**src/hdl/bwlp_pkg.sv**
```systemverilog
// shared types, constants and widths for the multichannel butterworth low-pass block
`default_nettype none

package bwlp_pkg;

	localparam int CHANNELS    = 4;
	localparam int CH_BITS     = 2;
	localparam int SAMPLE_BITS = 16;
	localparam int GAIN_BITS   = 15;
	localparam int COEF_BITS   = 16;
	localparam int FRAC_BITS   = 14;
	localparam int CFG_BITS    = 16;
	localparam int CFG_IDX_BITS = 2;
	localparam int WARM_BITS   = 2;

	localparam int TAP_BITS     = SAMPLE_BITS + 2;
	localparam int FF_PROD_BITS = COEF_BITS + TAP_BITS;
	localparam int FB_PROD_BITS = COEF_BITS + SAMPLE_BITS;
	localparam int ACC_BITS     = FF_PROD_BITS + 1;

	localparam logic [CFG_IDX_BITS-1:0] REG_FEEDFORWARD_GAIN = 2'd0;
	localparam logic [CFG_IDX_BITS-1:0] REG_FEEDBACK_FIRST   = 2'd1;
	localparam logic [CFG_IDX_BITS-1:0] REG_FEEDBACK_SECOND  = 2'd2;

	localparam logic [GAIN_BITS-1:0]        GAIN_RESET = 15'd723;
	localparam logic signed [COEF_BITS-1:0] FB1_RESET  = 16'sd21696;
	localparam logic signed [COEF_BITS-1:0] FB2_RESET  = -16'sd8204;

	localparam logic [WARM_BITS-1:0] WARM_EMPTY = 2'd0;
	localparam logic [WARM_BITS-1:0] WARM_HALF  = 2'd1;
	localparam logic [WARM_BITS-1:0] WARM_FULL  = 2'd2;

	typedef struct packed {
		logic [CH_BITS-1:0]            channel;
		logic signed [SAMPLE_BITS-1:0] sample;
	} sample_beat_t;

	typedef struct packed {
		logic [CH_BITS-1:0]            out_channel;
		logic signed [SAMPLE_BITS-1:0] filtered;
		logic                          primed;
	} result_beat_t;

	typedef struct packed {
		logic [WARM_BITS-1:0]          warm;
		logic signed [SAMPLE_BITS-1:0] x1;
		logic signed [SAMPLE_BITS-1:0] x2;
		logic signed [SAMPLE_BITS-1:0] y1;
		logic signed [SAMPLE_BITS-1:0] y2;
	} chan_state_t;

	localparam int STATE_BITS = $bits(chan_state_t);

endpackage

`default_nettype wire

```
**src/hdl/multichannel_butterworth_lowpass.sv**
```systemverilog
// top level: per-channel butterworth low-pass biquad around a state ram
//
// a sample beat carries a channel and a signed sample; each one gives exactly
// one result beat with the channel, the filtered value and a primed flag.
// the first two beats of a channel only fill its input history and return
// zero with primed low. coefficients are written on the cfg port while idle;
// the block itself does not enforce this. a beat accepted passes the stage 1,
// stage 2 and stage 3 registers and then the result register. throughput:
// one beat per cycle when consecutive beats name different channels and
// result_stall does not back up the pipeline; a channel still in flight holds
// sample_stall, so its next beat waits until stage 3 writes its state back.
// reset clears all channel history through per-entry valid bits and reloads
// the default coefficients; no clearing pass is needed.
// while result_stall holds a valid result, the result register keeps it and
// the three pipeline stages fill; once they are full sample_stall rises.
`default_nettype none

module multichannel_butterworth_lowpass import bwlp_pkg::*; (
	input  wire logic                    clk,
	input  wire logic                    arst_n,
	input  wire logic                    cfg_we,
	input  wire logic [CFG_IDX_BITS-1:0] cfg_index,
	input  wire logic [CFG_BITS-1:0]     cfg_data,
	input  wire logic                    sample_valid,
	output logic                         sample_stall,
	input  wire sample_beat_t            sample_data,
	output logic                         result_valid,
	input  wire logic                    result_stall,
	output result_beat_t                 result_data
);

	logic [GAIN_BITS-1:0]        gain_q;
	logic signed [COEF_BITS-1:0] fb1_q;
	logic signed [COEF_BITS-1:0] fb2_q;

	logic [CHANNELS-1:0] ent_vld_q;

	logic                          v_s1, v_s2, v_s3;
	logic [CH_BITS-1:0]            ch_s1, ch_s2, ch_s3;
	logic signed [SAMPLE_BITS-1:0] x_s1;
	logic                          ent_vld_s1;
	logic                          primed_s2, primed_s3;
	chan_state_t                   nst_s2, nst_s3;
	logic signed [TAP_BITS-1:0]    taps_s2;

	logic                          en1, en2, en3, ld_out, hazard, accept;
	logic [STATE_BITS-1:0]         ram_rdata;
	chan_state_t                   st_s1, nst_s1, wb_state;
	logic                          primed_s1;
	logic signed [TAP_BITS-1:0]    taps_s1;
	logic signed [SAMPLE_BITS-1:0] y_s3;

	// config registers
	always_ff @(posedge clk or negedge arst_n) begin
		if (!arst_n) begin
			gain_q <= GAIN_RESET;
			fb1_q  <= FB1_RESET;
			fb2_q  <= FB2_RESET;
		end else if (cfg_we) begin
			unique case (cfg_index)
				REG_FEEDFORWARD_GAIN: gain_q <= cfg_data[GAIN_BITS-1:0];
				REG_FEEDBACK_FIRST:   fb1_q  <= $signed(cfg_data[COEF_BITS-1:0]);
				REG_FEEDBACK_SECOND:  fb2_q  <= $signed(cfg_data[COEF_BITS-1:0]);
				default: ;
			endcase
		end
	end

	// pipeline flow and same-channel interlock
	always_comb begin
		ld_out = v_s3 && (!result_valid || !result_stall);
		en3    = !v_s3 || ld_out;
		en2    = !v_s2 || en3;
		en1    = !v_s1 || en2;
		hazard = (v_s1 && ch_s1 == sample_data.channel) ||
		         (v_s2 && ch_s2 == sample_data.channel) ||
		         (v_s3 && ch_s3 == sample_data.channel);
		sample_stall = !en1 || hazard;
		accept = sample_valid && !sample_stall;
	end

	always_ff @(posedge clk or negedge arst_n) begin
		if (!arst_n) begin
			v_s1         <= 1'b0;
			v_s2         <= 1'b0;
			v_s3         <= 1'b0;
			result_valid <= 1'b0;
			ent_vld_q    <= '0;
		end else begin
			if (en1) begin
				v_s1 <= accept;
			end
			if (en2) begin
				v_s2 <= v_s1;
			end
			if (en3) begin
				v_s3 <= v_s2;
			end
			if (ld_out) begin
				result_valid <= 1'b1;
			end else if (!result_stall) begin
				result_valid <= 1'b0;
			end
			if (ld_out) begin
				ent_vld_q[ch_s3] <= 1'b1;
			end
		end
	end

	bwlp_ram #(
		.WIDTH(STATE_BITS),
		.DEPTH(CHANNELS)
	) u_state_ram (
		.clk  (clk),
		.we   (ld_out),
		.waddr(ch_s3),
		.wdata(wb_state),
		.re   (accept),
		.raddr(sample_data.channel),
		.rdata(ram_rdata)
	);

	// stage 1: state read, warm-up step and tap sum
	always_ff @(posedge clk) begin
		if (accept) begin
			ch_s1      <= sample_data.channel;
			x_s1       <= sample_data.sample;
			ent_vld_s1 <= ent_vld_q[sample_data.channel];
		end
	end

	always_comb begin
		st_s1     = ent_vld_s1 ? chan_state_t'(ram_rdata) : '0;
		nst_s1    = st_s1;
		primed_s1 = 1'b0;
		taps_s1   = TAP_BITS'(x_s1) + (TAP_BITS'(st_s1.x1) <<< 1) + TAP_BITS'(st_s1.x2);
		priority if (st_s1.warm == WARM_EMPTY) begin
			nst_s1.x2   = x_s1;
			nst_s1.warm = WARM_HALF;
		end else if (st_s1.warm == WARM_HALF) begin
			nst_s1.x1   = x_s1;
			nst_s1.warm = WARM_FULL;
		end else begin
			nst_s1.x2 = st_s1.x1;
			nst_s1.x1 = x_s1;
			primed_s1 = 1'b1;
		end
	end

	// stage 2 and stage 3 registers; bwlp_mac forms the products from stage 2
	always_ff @(posedge clk) begin
		if (en2) begin
			ch_s2     <= ch_s1;
			primed_s2 <= primed_s1;
			nst_s2    <= nst_s1;
			taps_s2   <= taps_s1;
		end
		if (en3) begin
			ch_s3     <= ch_s2;
			primed_s3 <= primed_s2;
			nst_s3    <= nst_s2;
		end
	end

	bwlp_mac u_mac (
		.clk (clk),
		.en  (en3),
		.taps(taps_s2),
		.y1  (nst_s2.y1),
		.y2  (nst_s2.y2),
		.gain(gain_q),
		.fb1 (fb1_q),
		.fb2 (fb2_q),
		.y   (y_s3)
	);

	// stage 3: write back and result register
	always_comb begin
		wb_state = nst_s3;
		if (primed_s3) begin
			wb_state.y2 = nst_s3.y1;
			wb_state.y1 = y_s3;
		end
	end

	always_ff @(posedge clk) begin
		if (ld_out) begin
			result_data.out_channel <= ch_s3;
			result_data.filtered    <= primed_s3 ? y_s3 : '0;
			result_data.primed      <= primed_s3;
		end
	end

	a_no_rw_same_entry: assert property (@(posedge clk) disable iff (!arst_n)
		ld_out && accept |-> ch_s3 != sample_data.channel)
		else $error("state ram read and written at the same entry");

	a_stage_channels_distinct: assert property (@(posedge clk) disable iff (!arst_n)
		!((v_s1 && v_s2 && ch_s1 == ch_s2) || (v_s1 && v_s3 && ch_s1 == ch_s3) ||
		  (v_s2 && v_s3 && ch_s2 == ch_s3)))
		else $error("one channel in two pipeline stages");

	a_entry_valid_after_write: assert property (@(posedge clk) disable iff (!arst_n)
		ld_out |=> ent_vld_q[$past(ch_s3)])
		else $error("entry valid bit not set after write back");

	a_warmup_zero: assert property (@(posedge clk) disable iff (!arst_n)
		result_valid && !result_data.primed |-> result_data.filtered == '0)
		else $error("nonzero result while not primed");

endmodule

`default_nettype wire

```
**src/hdl/bwlp_ram.sv**
```systemverilog
// generic single-write, single-read ram with registered read data
`default_nettype none

module bwlp_ram #(
	parameter int WIDTH = 8,
	parameter int DEPTH = 4
) (
	input  wire logic                     clk,
	input  wire logic                     we,
	input  wire logic [$clog2(DEPTH)-1:0] waddr,
	input  wire logic [WIDTH-1:0]         wdata,
	input  wire logic                     re,
	input  wire logic [$clog2(DEPTH)-1:0] raddr,
	output logic      [WIDTH-1:0]         rdata
);

	logic [WIDTH-1:0] mem_q [DEPTH];

	always_ff @(posedge clk) begin
		if (we) begin
			mem_q[waddr] <= wdata;
		end
		if (re) begin
			rdata <= mem_q[raddr];
		end
	end

endmodule

`default_nettype wire

```
**src/hdl/bwlp_mac.sv**
```systemverilog
// biquad multiply stage with registered products, sum, rounding and saturation
`default_nettype none

module bwlp_mac import bwlp_pkg::*; (
	input  wire logic                          clk,
	input  wire logic                          en,
	input  wire logic signed [TAP_BITS-1:0]    taps,
	input  wire logic signed [SAMPLE_BITS-1:0] y1,
	input  wire logic signed [SAMPLE_BITS-1:0] y2,
	input  wire logic [GAIN_BITS-1:0]          gain,
	input  wire logic signed [COEF_BITS-1:0]   fb1,
	input  wire logic signed [COEF_BITS-1:0]   fb2,
	output logic signed [SAMPLE_BITS-1:0]      y
);

	localparam logic signed [ACC_BITS-1:0] ROUND_BIAS = ACC_BITS'(1) <<< (FRAC_BITS - 1);
	localparam logic signed [ACC_BITS-1:0] SAT_HI =
		(ACC_BITS'(1) <<< (SAMPLE_BITS - 1)) - ACC_BITS'(1);
	localparam logic signed [ACC_BITS-1:0] SAT_LO = -SAT_HI - ACC_BITS'(1);

	logic signed [FF_PROD_BITS-1:0] ff_s3;
	logic signed [FB_PROD_BITS-1:0] fb1_s3;
	logic signed [FB_PROD_BITS-1:0] fb2_s3;
	logic signed [COEF_BITS-1:0]    gain_sx;
	logic signed [ACC_BITS-1:0]     acc;
	logic signed [ACC_BITS-1:0]     shifted;

	assign gain_sx = $signed({1'b0, gain});

	always_ff @(posedge clk) begin
		if (en) begin
			ff_s3  <= gain_sx * taps;
			fb1_s3 <= fb1 * y1;
			fb2_s3 <= fb2 * y2;
		end
	end

	always_comb begin
		acc = ACC_BITS'(ff_s3) + ACC_BITS'(fb1_s3) + ACC_BITS'(fb2_s3) + ROUND_BIAS;
		shifted = acc >>> FRAC_BITS;
		if (shifted > SAT_HI) begin
			y = SAT_HI[SAMPLE_BITS-1:0];
		end else if (shifted < SAT_LO) begin
			y = SAT_LO[SAMPLE_BITS-1:0];
		end else begin
			y = shifted[SAMPLE_BITS-1:0];
		end
	end

endmodule

`default_nettype wire
```
**config.mk**
```make
export PLATFORM = sky130hd
export DESIGN_NAME = multichannel_butterworth_lowpass
export DESIGN_NICKNAME = d
export VERILOG_FILES = /design/src/hdl/bwlp_pkg.sv /design/src/hdl/multichannel_butterworth_lowpass.sv /design/src/hdl/bwlp_ram.sv /design/src/hdl/bwlp_mac.sv
export SDC_FILE = /design/constraint.sdc
export NUM_CORES = 2
export LEC_CHECK = 0
export ABC_AREA = 1
export BUFFER_PORTS_ARGS = -buffer_cell sky130_fd_sc_hd__buf_4
export CAP_MARGIN = 20
export CELL_PAD_IN_SITES_DETAIL_PLACEMENT = 0
export CELL_PAD_IN_SITES_GLOBAL_PLACEMENT = 2
export CORE_ASPECT_RATIO = 0.8
export CORE_UTILIZATION = 35
export DETAILED_ROUTE_END_ITERATION = 8
export GPL_ROUTABILITY_DRIVEN = 0
export PLACE_DENSITY = 0.77
export SLEW_MARGIN = 0
export SYNTH_ARGS = -nofsm -noshare
export SYNTH_HDL_FRONTEND = slang
export SYNTH_SLANG_ARGS = --single-unit
```
**constraint.sdc**
```tcl
create_clock -name clk -period 9.16 [get_ports clk]
set_input_delay 1.832 -clock clk [delete_from_list [all_inputs] [get_ports clk]]
set_output_delay 1.832 -clock clk [all_outputs]
set_load 0.02 [all_outputs]
```
### After elaboration in Yosys (flattened, before gate mapping)

Memories as Yosys holds them, arrays and structs flattened. A register that Yosys moved wholly into a read port is not among the register bits.
Index checks and enable logic that the tools add are counted.

| word-level totals | value |
|---|---|
| flip-flop bits (word level) | 347 |
| input bits | 41 |
| output and inout bits | 21 |
| bits in writable memories | 264 |
| memories | 1 |
| logic and storage cells | 96 |

| operators by class | value |
|---|---|
| add/sub/neg operators | 5 |
| bitwise logic cells | 1 |
| reduce and logical (&&, ||, !) cells | 25 |
| multiplexer cells | 17 |
| multiply operators | 3 |
| order comparisons | 5 |
| eq/ne operators | 7 |

Memories:

| name | words | width | read ports | clocked after Yosys merged registers in | wr ports | RTL line | RTL |
|---|---|---|---|---|---|---|---|
| u_state_ram.mem_q | 4 | 66 | 1 | 1 | 1 | bwlp_ram.sv:17 | `logic [WIDTH-1:0] mem_q [DEPTH];` |

Operators with widths:

| cell | count |
|---|---|
| two-way mux 16 bit | 5 |
| two-way mux 66 bit | 1 |
| multiplier 16 x 16 -> 32 bit | 2 |
| adder 34 x 32 -> 35 bit | 1 |
| adder 35 x 15 -> 35 bit (second input constant) | 1 |
| adder 35 x 32 -> 35 bit | 1 |
| multiplier 16 x 18 -> 34 bit | 1 |
| two-way mux 32 bit | 1 |
| > comparator 21 x 16 -> 1 bit (second input constant) | 1 |
| < comparator 21 x 16 -> 1 bit (second input constant) | 1 |
| adder 16 x 17 -> 18 bit | 1 |
| adder 18 x 16 -> 18 bit | 1 |
| logical NOT 1 bit | 7 |
| logical OR 1 bit | 7 |
| two-way mux 1 bit | 7 |
| == test 2 bit | 3 |
| logical AND 1 bit | 6 |
| < comparator 2 x 3 -> 1 bit (second input constant) | 2 |
| AND reduction 2 bit | 3 |
| == test 2 x 1 -> 1 bit (second input constant) | 2 |
| logical NOT 2 bit | 2 |
| bitwise OR 4 bit | 1 |
| binary-select mux 1 bit (select 2 bit) | 1 |
| demux 1 bit (select 2 bit) | 1 |
| 4 further kinds | 4 |

### Logic depth before layout (Yosys ltp)

| depth | value |
|---|---|
| depth in word-level cells | 10 |
| mapped depth | 28 |

### Cells and area by module

From an unflattened synthesis, not the netlist that was laid out.

| unflattened totals | value |
|---|---|
| cell total of the unflattened synthesis | 6,553 |
| area, all modules | 60,833.3 µm² |

Modules (own cells, without submodules):

| module | instances | area an instance (µm²) | cells each | sequential area each (µm²) |
|---|---|---|---|---|
| bwlp_mac | 1 | 36,946.7 | 4,457 | 2,942.8 |
| bwlp_ram | 1 | 13,112.6 | 1,108 | 9,909.5 |
| multichannel_butterworth_lowpass | 1 | 10,774.1 | 988 | 7,230.7 |

### Worst setup path after synthesis

Ideal clock, no wire load.

| path | value |
|---|---|
| path type | input to register |
| start point | input result_stall |
| end point | register ch_s1[0] (enable) |
| stages | 9 |
| data arrival time | 11.285 ns |
| path slack | -2.655 ns |
| data required time | 8.631 ns |
| cell sequence | nand2_1 -> nor2_1 -> inv_1 -> nor2_1 -> inv_1 -> nor2_1 -> nor2_1 -> o221ai_1 -> nor2_1 |

| on the way | value |
|---|---|
| cells in the longest elaborated chain, start to end | 10 |

Ends and longest elaborated chain:

| item | RTL line | RTL |
|---|---|---|
| start: declaration | multichannel_butterworth_lowpass.sv:28 | `input wire logic result_stall,` |
| logical NOT 1 bit | - |  |
| logical OR 1 bit | multichannel_butterworth_lowpass.sv:71 | `ld_out = v_s3 && (!result_valid \|\| !result_stall);` |
| logical AND 1 bit | multichannel_butterworth_lowpass.sv:71 |  |
| logical OR 1 bit | multichannel_butterworth_lowpass.sv:72 | `en3 = !v_s3 \|\| ld_out;` |
| named net en3 | multichannel_butterworth_lowpass.sv:46 | `logic en1, en2, en3, ld_out, hazard, accept;` |
| logical OR 1 bit | multichannel_butterworth_lowpass.sv:73 | `en2 = !v_s2 \|\| en3;` |
| named net en2 | multichannel_butterworth_lowpass.sv:46 |  |
| logical OR 1 bit | multichannel_butterworth_lowpass.sv:74 | `en1 = !v_s1 \|\| en2;` |
| logical NOT 1 bit | multichannel_butterworth_lowpass.sv:78 | `sample_stall = !en1 \|\| hazard;` |
| logical OR 1 bit | multichannel_butterworth_lowpass.sv:78 |  |
| named net sample_stall | multichannel_butterworth_lowpass.sv:25 | `output logic sample_stall,` |
| logical NOT 1 bit | multichannel_butterworth_lowpass.sv:79 | `accept = sample_valid && !sample_stall;` |
| logical AND 1 bit | multichannel_butterworth_lowpass.sv:79 |  |
| named net accept | multichannel_butterworth_lowpass.sv:46 |  |
| end signal: assignment | multichannel_butterworth_lowpass.sv:126 | `ch_s1 <= sample_data.channel;` |
| end: declaration | multichannel_butterworth_lowpass.sv:39 | `logic [CH_BITS-1:0] ch_s1, ch_s2, ch_s3;` |

The timed path passes the listed nets, and every way through them passes these cells.
A chain may end at the register's enable or synchronous reset.

### Final worst setup path

| path | value |
|---|---|
| start point | register nst_s2[2] (netlist name) |
| end point | register u_mac.fb2_s3[31] (data pin) |

| on the way | value |
|---|---|
| cells in the longest elaborated chain, start to end | 1 |

Ends and longest elaborated chain:

| item | RTL line | RTL |
|---|---|---|
| start: declaration | multichannel_butterworth_lowpass.sv:43 | `chan_state_t nst_s2, nst_s3;` |
| start signal: assignment | multichannel_butterworth_lowpass.sv:155 | `nst_s2 <= nst_s1;` |
| multiplier 16 x 16 -> 32 bit | bwlp_mac.sv:34 | `fb2_s3 <= fb2 * y2;` |
| end signal: assignment | bwlp_mac.sv:34 |  |
| end: declaration | bwlp_mac.sv:23 | `logic signed [FB_PROD_BITS-1:0] fb2_s3;` |

No other way between the ends.

==> reports/metrics.yaml <==
route:
  vias: 39200
  drtAntennaViolNets: 0
  wirelength_microns: 159000
  detail_route.vias_per_cell: 4.68
  routedWlPerCell_microns: 19.0
  drt-initial-drc-count: 2956
  drtPass1Iterations: 6
  drc: 0
clock_tree:
  cts_root_buf: "clkbuf_16"
  ctsResizeCount: 0
  tritoncts: "yes"
  cts.path.max_buffers: 3
  cts_hold_buf: 0
  insertion_delay_ps: 650
  cts_setup_buffers: 0
  htree_num_levels: 3
  cts.sinks: 677
  clk_pin_slew_ps: 70
  numCtsBuffers: 67
global_route:
  track_usage_pct: 18.9
  grt-ovfl-total: 0
  grt_pass1_wl_microns: 247000
  grt_pass1_vias: 40500
  antenna_found_initial: 4
  grt_max_degree: 80
die:
  fp-row-count: 134
  initial_utilization_pct: 35.4
  coreArea_sq_um: 168000
  dieArea_sq_um: 171000
  die_w_microns: 462
  die_h_microns: 370
  ioPinCount: 62
sta:
  fin_crit_sh_pct: 72.2
  finalSetupViolCount: 0
  fin_setup_tns_ps: 0
  hold_violations: 0
  clock_skew_ps: 29.5
  finalCriticalPeriod_ps: 6620
  slew_headroom_pct: 25.2
  tightestPinTransition_ps: 1120
  grt_setup_unrepaired: "false"
  drv_slew: 0
  max_freq_mhz: 151
hold_path:
  min_from: "nst_s2[52]"
  min_path_type: "reg2reg"
  whs_path_depth: 0
  whs_endpoint: "nst_s3[52]"
yosys:
  synth.avg_cell_area_sq_um: 9.67
  yosysWarnings: 0
  synth-async-reset-ratio_pct: 8.12
  seq_area_frac_synth_pct: 33.8
  synthTopCellsByCount: "1570 x inv_1, 1278 x nand2_1, 846 x fa_1, 622 x edfxtp_1, 331 x ha_1"
  synthFlopType: "edfxtp_1"
  yosysMostFrequentCell: "inv_1"
  syn-num-nets: 7357
  synth-seq-cells: 677
  yosys.area.top_type_share_pct: 31.5
  yosys.area.top_type: "edfxtp_1"
  synth_area_leaders: "edfxtp_1 31%, fa_1 29%, inv_1 9.9%"
  synth_cells: 6139
  synth_edf_count: 622
  netlist_area_sq_um: 59400
  synthDistinctLibCells: 49
critical_path:
  required_ps: 9540
  crit_chain: "nand2_1 > inv_1 > fa_1 > fa_1 > inv_1 > fa_1 > inv_1 > fa_1 > inv_1 > fa_1 > fa_1 > inv_1 > ha_1 > a21oi_1 > o31ai_1 > a311oi_1 > o21ai_0 > xor2_1"
  end_kind: "flop"
  reg2reg_from: "nst_s2[2]"
  reg2reg_to: "u_mac.fb2_s3[31]"
  crit_arrival_ps: 7000
  cpMostUsedCell: "fa_1"
  crit_fanout: 17
  r2r_setup_slack_ps: 2540
  cp_slowest_cell: "edfxtp_1"
  r2r_cells: 18
  critPathLaunchType: "flop"
  worstSetupPathType: "reg2reg"
  worst_path_largest_cell_delay_ps: 910
place:
  place_area_sq_um: 62100
  io_buffers: 61
  detailed_place_hpwl_microns: 122000
cells_and_area:
  final_cell_area_sq_um: 64400
  syn_to_final_growth_pct: 8.55
  final_net_count: 7293
  drive_gt1_share_pct: 5.24
flow_run:
  max_cap_viol_count: 0
run_status:
  status: "finished clean"
## per-stage QoR
| stage | util [%] | hold WS, ps | cells | worst slack [ps] |
|---|---|---|---|---|
| 2_1_floorplan | - | 400 | 6139 | 369 |
| 3_3_place_gp | 37.0 | 401 | 8248 | 2610 |
| 3_5_place_dp | 37.0 | 405 | 8248 | 2580 |
| 4_1_cts | 38.4 | 394 | 8368 | 2530 |
| 5_1_grt | 38.4 | 397 | 8370 | 2160 |
| 6_report | 38.4 | 395 | 8372 | 2540 |
## worst max-delay path: cells and delay by family, from the launching register on
kind,cells,cell delay [ps]
fa+ha+maj,7,3800
simple gates,1,200
xor+xnor,1,170
buf+inv,5,540
flops,1,910
compound gates,4,730
## placed cells by master, fill, tap and decap left out, types with 40 or more instances in the layout
cell	Yosys	final
a21oi_1	142	142
buf_4	0	117
clkbuf_16	0	68
edfxtp_1	622	622
fa_1	846	846
ha_1	331	331
inv_1	1570	1566
nand2_1	1278	1278
nand2_2	40	40
nand3_1	61	61
nor2_1	282	278
o21ai_0	296	296
o22ai_1	68	68
xnor2_1	66	66
xor2_1	83	83
## state kept, by name (all words and copies together) (netlist names), 18 cells and up
signal             cells
nst_s3                66
taps_s2               18
result_data           19
u_state_ram.rdata     66
u_state_ram.mem_q    264
u_mac.fb2_s3          32
nst_s2                66
u_mac.fb1_s3          32
u_mac.ff_s3           34
## metal layers
| layer | vias up | global-route usage [%] | wire length [microns] | part of all wire, % |
|---|---|---|---|---|
| li1 | 18400 | - | - | - |
| met1 | 19800 | 28.7 | 79300 | 50 |
| met2 | 853 | 29.6 | 70900 | 44 |
| met3 | 96 | 2.34 | 7700 | 4.8 |
| met4 | 0 | 2.45 | 1580 | 0.99 |
| met5 | - | 0 | 0 | 0 |
## cell type report
class | count | area, sq um
Multi-Input combinational cell | 3637 | 32400
Clock inverter | 44 | 544
Sequential cell | 677 | 20100
Tap cell | 2244 | 2810
Inverter | 1573 | 5910
Timing Repair Buffer | 119 | 908
Fill cell | 16800 | 103000
Antenna cell | 2 | 5.00
Clock buffer | 76 | 1750
## kinds of logic after synthesis
| logic type | synth area share, % |
|---|---|
| buffers and inverters | 11.6 |
| and+or+nand+nor | 11.4 |
| adders and majority gates | 35.5 |
| DFF | 33.8 |
| AOI/OAI and AO/OA | 5.41 |
| xor gates and xnor gates | 2.20 |
## how the worst max path moves through the flow
stage	startpoint	endpoint	slack, ps	cells past startpoint
2_1_floorplan	result_stall	ch_s1[0]	370	9
4_1_cts	nst_s2[4]	u_mac.fb2_s3[31]	2530	18
3_5_place_dp	nst_s2[4]	u_mac.fb2_s3[31]	2580	18
3_3_place_gp	fb1_q[15]	u_mac.fb1_s3[29]	2610	19
5_1_grt	nst_s2[17]	u_mac.fb1_s3[29]	2160	19
6_report	nst_s2[2]	u_mac.fb2_s3[31]	2540	18
Power is not shown: default switching activity piles up to over one toggle a cycle in this logic, so the estimate is an artifact.
